$ cat src/hdl/khss_pkg.sv
// Shared constants and helpers for key_hash_shard_select.
// No dependencies; imported by the top level, the divider, the checkers and the testbench.
package khss_pkg;

    localparam int HASH_W    = 32;
    localparam int KEY_W     = 31;
    localparam int BYTE_W    = 8;
    localparam int SHARD_W   = 9;
    localparam int IDX_W     = 8;
    localparam int DIV_STEPS = KEY_W;
    localparam int CNT_W     = $clog2(DIV_STEPS);

    localparam logic [BYTE_W-1:0]  SEP_BYTE    = 8'h3A;
    localparam logic [SHARD_W-1:0] MAX_SHARDS  = 9'd256;
    localparam logic [SHARD_W-1:0] SHARD_RESET = 9'd1;

    // Zero maps to one shard, anything above the maximum to the maximum.
    function automatic logic [SHARD_W-1:0] eff_shards(input logic [SHARD_W-1:0] n);
        logic [SHARD_W-1:0] r;
        if (n == '0) begin
            r = SHARD_W'(1);
        end else if (n > MAX_SHARDS) begin
            r = MAX_SHARDS;
        end else begin
            r = n;
        end
        return r;
    endfunction

endpackage

$ cat src/hdl/key_hash_shard_select.sv
// key_hash_shard_select: SDBM hash of the parent account of a name, and its shard.
// Depends on khss_pkg and khss_divider.
//
// Name bytes stream in one per cycle while the input is not stalled; bytes before the
// first colon are folded into the SDBM hash (byte + h*65599, mod 2^32). On the last
// byte the 31-bit hash goes to the bit-serial remainder unit, which takes one hash bit
// per cycle before the result lands in the output register. The input is stalled
// while the remainder unit runs and while a finished result waits for a free
// output register. shard_count is taken as 1 when zero and 256 when larger.
module key_hash_shard_select
    import khss_pkg::*;
(
    input  logic               i_clk,
    input  logic               i_rst_n,
    input  logic               i_cfg_we,
    input  logic [SHARD_W-1:0] i_cfg_data,
    input  logic               i_in_valid,
    output logic               o_in_stall,
    input  logic [BYTE_W-1:0]  i_name_byte,
    input  logic               i_is_last,
    output logic               o_out_valid,
    input  logic               i_out_stall,
    output logic [IDX_W-1:0]   o_shard_index,
    output logic [KEY_W-1:0]   o_key_hash
);

    typedef enum logic [1:0] {S_HASH, S_DIV, S_DONE} t_state;

    t_state             r_state;
    logic [SHARD_W-1:0] r_shards;
    logic [HASH_W-1:0]  r_hash;
    logic               r_past;
    logic [KEY_W-1:0]   r_key;
    logic               r_out_valid;
    logic [IDX_W-1:0]   r_shard_index;
    logic [KEY_W-1:0]   r_key_hash;

    logic               in_acc;
    logic               hashing;
    logic [HASH_W-1:0]  n_hash;
    logic [HASH_W-1:0]  h_now;
    logic               div_start;
    logic               div_done;
    logic [IDX_W-1:0]   div_rem;
    logic               out_free;
    logic               out_load;

    assign in_acc   = i_in_valid && (r_state == S_HASH);
    assign hashing  = !r_past && (i_name_byte != SEP_BYTE);
    assign n_hash   = HASH_W'(i_name_byte) + (r_hash << 6) + (r_hash << 16) - r_hash;
    assign h_now    = hashing ? n_hash : r_hash;
    assign div_start = in_acc && i_is_last;
    assign out_free = !r_out_valid || !i_out_stall;
    assign out_load = out_free && (((r_state == S_DIV) && div_done) || (r_state == S_DONE));

    khss_divider u_div (
        .i_clk       (i_clk),
        .i_rst_n     (i_rst_n),
        .i_start     (div_start),
        .i_dividend  (h_now[KEY_W-1:0]),
        .i_divisor   (eff_shards(r_shards)),
        .o_done      (div_done),
        .o_remainder (div_rem)
    );

    always_ff @(posedge i_clk) begin
        if (!i_rst_n) begin
            r_state     <= S_HASH;
            r_shards    <= SHARD_RESET;
            r_hash      <= '0;
            r_past      <= 1'b0;
            r_out_valid <= 1'b0;
        end else begin
            if (i_cfg_we) begin
                r_shards <= i_cfg_data;
            end
            if (out_load) begin
                r_out_valid <= 1'b1;
            end else if (!i_out_stall) begin
                r_out_valid <= 1'b0;
            end
            case (r_state)
                S_HASH: begin
                    if (in_acc) begin
                        if (i_is_last) begin
                            r_hash  <= '0;
                            r_past  <= 1'b0;
                            r_key   <= h_now[KEY_W-1:0];
                            r_state <= S_DIV;
                        end else begin
                            r_hash <= h_now;
                            if (!r_past && (i_name_byte == SEP_BYTE)) begin
                                r_past <= 1'b1;
                            end
                        end
                    end
                end
                S_DIV: begin
                    if (div_done) begin
                        if (out_free) begin
                            r_shard_index <= div_rem;
                            r_key_hash    <= r_key;
                            r_state       <= S_HASH;
                        end else begin
                            r_state <= S_DONE;
                        end
                    end
                end
                S_DONE: begin
                    if (out_free) begin
                        r_shard_index <= div_rem;
                        r_key_hash    <= r_key;
                        r_state       <= S_HASH;
                    end
                end
                default: begin
                    r_state <= S_HASH;
                end
            endcase
        end
    end

    assign o_in_stall    = (r_state != S_HASH);
    assign o_out_valid   = r_out_valid;
    assign o_shard_index = r_shard_index;
    assign o_key_hash    = r_key_hash;

endmodule

$ cat src/hdl/khss_divider.sv
// Bit-serial restoring remainder unit: one dividend bit per cycle.
// Depends on khss_pkg.
module khss_divider
    import khss_pkg::*;
(
    input  logic               i_clk,
    input  logic               i_rst_n,
    input  logic               i_start,
    input  logic [KEY_W-1:0]   i_dividend,
    input  logic [SHARD_W-1:0] i_divisor,
    output logic               o_done,
    output logic [IDX_W-1:0]   o_remainder
);

    logic               r_busy;
    logic               r_done;
    logic [CNT_W-1:0]   r_cnt;
    logic [KEY_W-1:0]   r_dvd;
    logic [SHARD_W-1:0] r_dvs;
    logic [SHARD_W-1:0] r_rem;
    logic [SHARD_W:0]   trial;
    logic [SHARD_W-1:0] n_rem;

    always_comb begin
        trial = {r_rem, r_dvd[KEY_W-1]};
        if (trial >= {1'b0, r_dvs}) begin
            n_rem = SHARD_W'(trial - {1'b0, r_dvs});
        end else begin
            n_rem = trial[SHARD_W-1:0];
        end
    end

    always_ff @(posedge i_clk) begin
        if (!i_rst_n) begin
            r_busy <= 1'b0;
            r_done <= 1'b0;
            r_cnt  <= '0;
        end else begin
            r_done <= 1'b0;
            if (i_start) begin
                r_busy <= 1'b1;
                r_cnt  <= '0;
            end else if (r_busy) begin
                r_cnt <= r_cnt + CNT_W'(1);
                if (r_cnt == CNT_W'(DIV_STEPS - 1)) begin
                    r_busy <= 1'b0;
                    r_done <= 1'b1;
                end
            end
        end
    end

    always_ff @(posedge i_clk) begin
        if (i_start) begin
            r_dvd <= i_dividend;
            r_dvs <= i_divisor;
            r_rem <= '0;
        end else if (r_busy) begin
            r_dvd <= {r_dvd[KEY_W-2:0], 1'b0};
            r_rem <= n_rem;
        end
    end

    assign o_done      = r_done;
    assign o_remainder = r_rem[IDX_W-1:0];

endmodule

$ cat config.mk
export PLATFORM = sky130hd
export DESIGN_NAME = key_hash_shard_select
export DESIGN_NICKNAME = d
export VERILOG_FILES = /design/src/hdl/khss_pkg.sv /design/src/hdl/key_hash_shard_select.sv /design/src/hdl/khss_divider.sv
export SDC_FILE = /design/constraint.sdc
export NUM_CORES = 1
export LEC_CHECK = 0
export ABC_AREA = 1
export BUFFER_PORTS_ARGS = -buffer_cell sky130_fd_sc_hd__buf_2
export CAP_MARGIN = 10
export CORE_ASPECT_RATIO = 1.1
export CORE_MARGIN = 2
export CORE_UTILIZATION = 55
export CTS_CLUSTER_DIAMETER = 120
export DETAILED_ROUTE_END_ITERATION = 7
export GPL_TIMING_DRIVEN = 0
export PLACE_DENSITY = 0.76
export SETUP_SLACK_MARGIN = 0.02
export SLEW_MARGIN = 25
export SYNTH_ARGS = -nofsm -noshare
export SYNTH_HDL_FRONTEND = slang
export SYNTH_SLANG_ARGS = --single-unit
$ cat constraint.sdc
create_clock -name i_clk -period 2.97 [get_ports i_clk]
set_input_delay 0.594 -clock i_clk [delete_from_list [all_inputs] [get_ports i_clk]]
set_output_delay 0.594 -clock i_clk [all_outputs]
set_load 0.01 [all_outputs]
==> impl_summary.md <==
Logic synthesis
The share of synthesized area in the top cell type comes to 33.9%. Summing the sequential cell areas from Yosys gives 46.2% of the chip area. During synthesis, Yosys emitted a total of 0 warnings.

The most repeated cell in the gate-level netlist after synthesis is sky130_fd_sc_hd__nand2_1. In the synthesized netlist the dominant register cell turns out to be sky130_fd_sc_hd__edfxtp_1. After synthesis, the share of flip-flops with an asynchronous set or reset is 0%.

The combined area of all synthesized cells is 9750 um2. Ranked by instance count, the synthesized netlist is headed by 383 x sky130_fd_sc_hd__nand2_1, 204 x sky130_fd_sc_hd__inv_1, 110 x sky130_fd_sc_hd__edfxtp_1. By area the synthesized netlist is led by sky130_fd_sc_hd__edfxtp_1 34%, sky130_fd_sc_hd__nand2_1 15%, sky130_fd_sc_hd__dfxtp_1 12%. The number of flops mapped to enable cells by yosys is 110. Dividing the synthesized area by the synthesized cell count gives 8.08 um2. Summed over all instances, the cell type with the most area after synthesis is sky130_fd_sc_hd__edfxtp_1. The post-synthesis net count is 1304. The number of cells produced by synthesis is 1207. The netlist uses 42 different library cells. Synthesis inferred 170 register bits.

Power
Across the VDD grid, the largest voltage drop is 0.669 mV. For this design the ratio of total power to cell area is 967 nW/um2. In this run the static leakage power is 5.22 nW.

Setup path
Data on the critical path is required at its endpoint by 3.15 ns. The biggest fanout along the worst timing path is 5. Counting cells, the worst reg-to-reg path comes to 14. The worst setup path is captured at a register. The slack of the worst reg-to-reg path is 0.06 ns. At the worst endpoint, the arrival time is 3.09 ns. The kind of launch point of the worst setup path is a register. The capture point of the worst reg-to-reg path is u_div.r_dvd[23]$_DFFE_PP_. The worst reg2reg path startpoint is r_hash[3]$_SDFFE_PN0P_. The kind of critical path is reg -> reg.

Floorplan
The placeable core region is 17500 um2. The initial core utilization is 55.6%. The die is 144 um tall. The floorplan step defined a die boundary enclosing 18800 um2. The die extent in x is 131 um. The floorplan row count is 51.

64 I/O pins were placed.

Timing
The worst path meets setup with 0.0615 ns of slack. The clock period could shrink to 2.91 ns. The number of slew-limit violations in the final report is 0. The clock arrives with 0.0108 ns of skew. The total count of hold-check failures in the final report is 0.

The upper clock frequency limit is 344 MHz. The headroom to the max-slew limit is 51.5%. Summed over all failing endpoints, the final setup total negative slack is 0 ns. Setup violations remaining at the end of the flow were counted as 0.

Setup repair after global routing could not meet its margin everywhere. The share of the clock period used by the worst path is 97.9%. The actual slew at the worst max-slew pin is 0.726 ns.

Drt
The first routing iteration left 602 violations. In the routed design, unresolved DRC markers number 0. The remaining antenna violation count is 0. The pre-antenna-repair detailed-routing pass consisted of 5 iterations. After detailed routing, the number of vias per cell comes to 5.25.

The wire length after detailed routing is 23.2 mm. Detailed routing inserted a total of 8093 vias. The per-cell routed wire length is 15.0 um.

Cells and area
From synthesis to final layout, the design area changed by 15.2%. The design area is 11200 um2. The repair_antennas step left the layout with diodes totalling 0. The post-route netlist has 15.7% of its cells at a drive strength greater than 1. The number of nets in the layout is 1388.

Hold path
The worst hold path was traced through 3 stages. The tightest min-delay check is of the in -> reg type. The launch point of the worst hold path is i_cfg_data[0].

The end of the worst hold path is r_shards[0]$_SDFFE_PN1P_.

Job
The count of max-cap constraint violations is 0.

CTS
Counting along the longest clock path gives a buffer depth of 2. The clock latency of the later-clocked register in the worst-skew pair is 0.42 ns. CTS built an H-tree with a depth of 4. The root buffer cell is sky130_fd_sc_hd__clkbuf_16. The clock net in this run drives a total of 170 sinks.

The clock transition time at the flip-flop clock pins of the worst setup and hold paths is 0.07 ns. Counting the buffers created by CTS gives 17. TritonCTS built the clock tree.

Placed design
Once placement finished, the instance area stood at 10400 um2. Routability-driven placement finished with a final weighted congestion of 0.959. Timing analysis after detailed placement gives a worst setup slack of -0.294 ns. The number of I/O port buffers is 62. Summed over all nets, the half-perimeter wirelength after detailed placement is 17.8 mm.

GRT
The maximum number of pins on one net before global-route repair is 34. The via count of the first global-routing pass is 7484. The total grt overflow is 0. The initial antenna violation count came to 0.

The overall track demand over capacity in global routing is 25.6%. The first-pass GRT wire length is 36.9 mm.

Outcome
The run finished with clean final reports.
[layout make-up]
type | instances | area (um2)
fillers | 1462 | 6310
multi-input cells | 803 | 4560
flip-flops and latches | 170 | 4520
inverters | 209 | 785
clock buffers | 20 | 447
repair buffers | 65 | 365
well taps | 238 | 298
clock inverters | 12 | 141
plain buffers | 25 | 120
[registers in the layout (all words and copies together), names as in the netlist]
name           cells
o_key_hash        31
r_hash            31
r_key             31
u_div.r_dvd       31
r_shards           9
u_div.r_dvs        9
u_div.r_rem        9
o_shard_index      8
u_div.r_cnt        5
r_state            2
o_out_valid        1
r_past             1
u_div.o_done       1
u_div.r_busy       1
[worst max path at each step]
stage                                      start                        end  slack [ns]
after floorplan                       i_in_valid         r_key[0]$_DFFE_PP_        0.17
after global placement                i_in_valid        r_key[30]$_DFFE_PP_       -0.91
after detailed placement          i_name_byte[1]  u_div.r_dvd[25]$_DFFE_PP_       -0.29
after CTS                 r_hash[1]$_SDFFE_PN0P_  u_div.r_dvd[17]$_DFFE_PP_        0.01
after global routing      r_hash[3]$_SDFFE_PN0P_  u_div.r_dvd[30]$_DFFE_PP_      -0.003
final                     r_hash[3]$_SDFFE_PN0P_  u_div.r_dvd[23]$_DFFE_PP_        0.06
[logic make-up (layout without fill, tap and decap cells)]
family                     after synthesis  count (layout)  synth area share (%)
and+or+nand+nor                        582             582                  25.0
buffers and inverters                  234             331                  9.27
DFF                                    170             170                  46.2
AOI/OAI and AO/OA                      133             133                  7.45
adders and majority gates               74              74                  10.9
xor gates and xnor gates                14              14                  1.26
[power by group]
group          internal, mW  switching (mW)
combinational          2.02            3.46
sequential             3.00           0.194
clock                  1.27           0.926
total                  6.29            4.58
[what timing repair did]
| item | CTS | global route |
|---|---|---|
| cloned | 0 | 0 |
| resized for setup | 9 | 65 |
| hold buffers | 0 | 0 |
| pin swaps | 0 | 4 |
| buffers inserted | 0 | 1 |
| endpoints found under the setup margin | 8 | 43 |
[worst max-delay path, stage by stage (launching register included)]
cell                      delay (ns)
sky130_fd_sc_hd__dfxtp_2        0.37
sky130_fd_sc_hd__inv_1          0.11
sky130_fd_sc_hd__fa_1           0.56
sky130_fd_sc_hd__inv_1          0.06
sky130_fd_sc_hd__ha_2           0.37
sky130_fd_sc_hd__nand2_2        0.09
sky130_fd_sc_hd__nor2_2         0.16
sky130_fd_sc_hd__nand2_1        0.09
sky130_fd_sc_hd__nor2_1         0.12
sky130_fd_sc_hd__o21ai_1        0.13
sky130_fd_sc_hd__nand4_1        0.13
sky130_fd_sc_hd__nand3_1        0.16
sky130_fd_sc_hd__and2_4         0.20
sky130_fd_sc_hd__nand2_1        0.05
sky130_fd_sc_hd__nand2_1        0.05
[placed cells by master (no fill, tap or decap), types with 15 or more instances in the layout]
cell,instances
sky130_fd_sc_hd__nor2_1,68
sky130_fd_sc_hd__nand2_1,369
sky130_fd_sc_hd__nand2_2,19
sky130_fd_sc_hd__dfxtp_1,49
sky130_fd_sc_hd__clkbuf_1,15
sky130_fd_sc_hd__buf_2,71
sky130_fd_sc_hd__nand3_1,60
sky130_fd_sc_hd__ha_1,43
sky130_fd_sc_hd__a21oi_1,58
sky130_fd_sc_hd__o21ai_0,34
sky130_fd_sc_hd__clkbuf_16,17
sky130_fd_sc_hd__edfxtp_1,110
sky130_fd_sc_hd__fa_1,17
sky130_fd_sc_hd__inv_1,198
[layer usage]
| metal | wire (um) | track usage, % | vias to the layer above |
|---|---|---|---|
| met5 | 0 | 0 | - |
| met1 | 10100 | 33.6 | 3770 |
| met2 | 11100 | 42.3 | 249 |
| met4 | 771 | 10.7 | 0 |
| met3 | 1180 | 3.83 | 57 |
| li1 | - | - | 4017 |
[through the flow]
stage | hold WS (ns) | util [%] | cells | total power [mW]
6_report | 0.383 | 64.1 | 1542 | 10.9
5_1_grt | 0.394 | 64.1 | 1542 | 11.6
4_1_cts | 0.373 | 62.8 | 1541 | 10.4
3_5_place_dp | 0.405 | 59.4 | 1509 | 8.18
3_3_place_gp | 0.400 | 59.1 | 1507 | 8.04
2_1_floorplan | 0.400 | - | 1207 | 6.91
(Power assumes the default switching activity.)
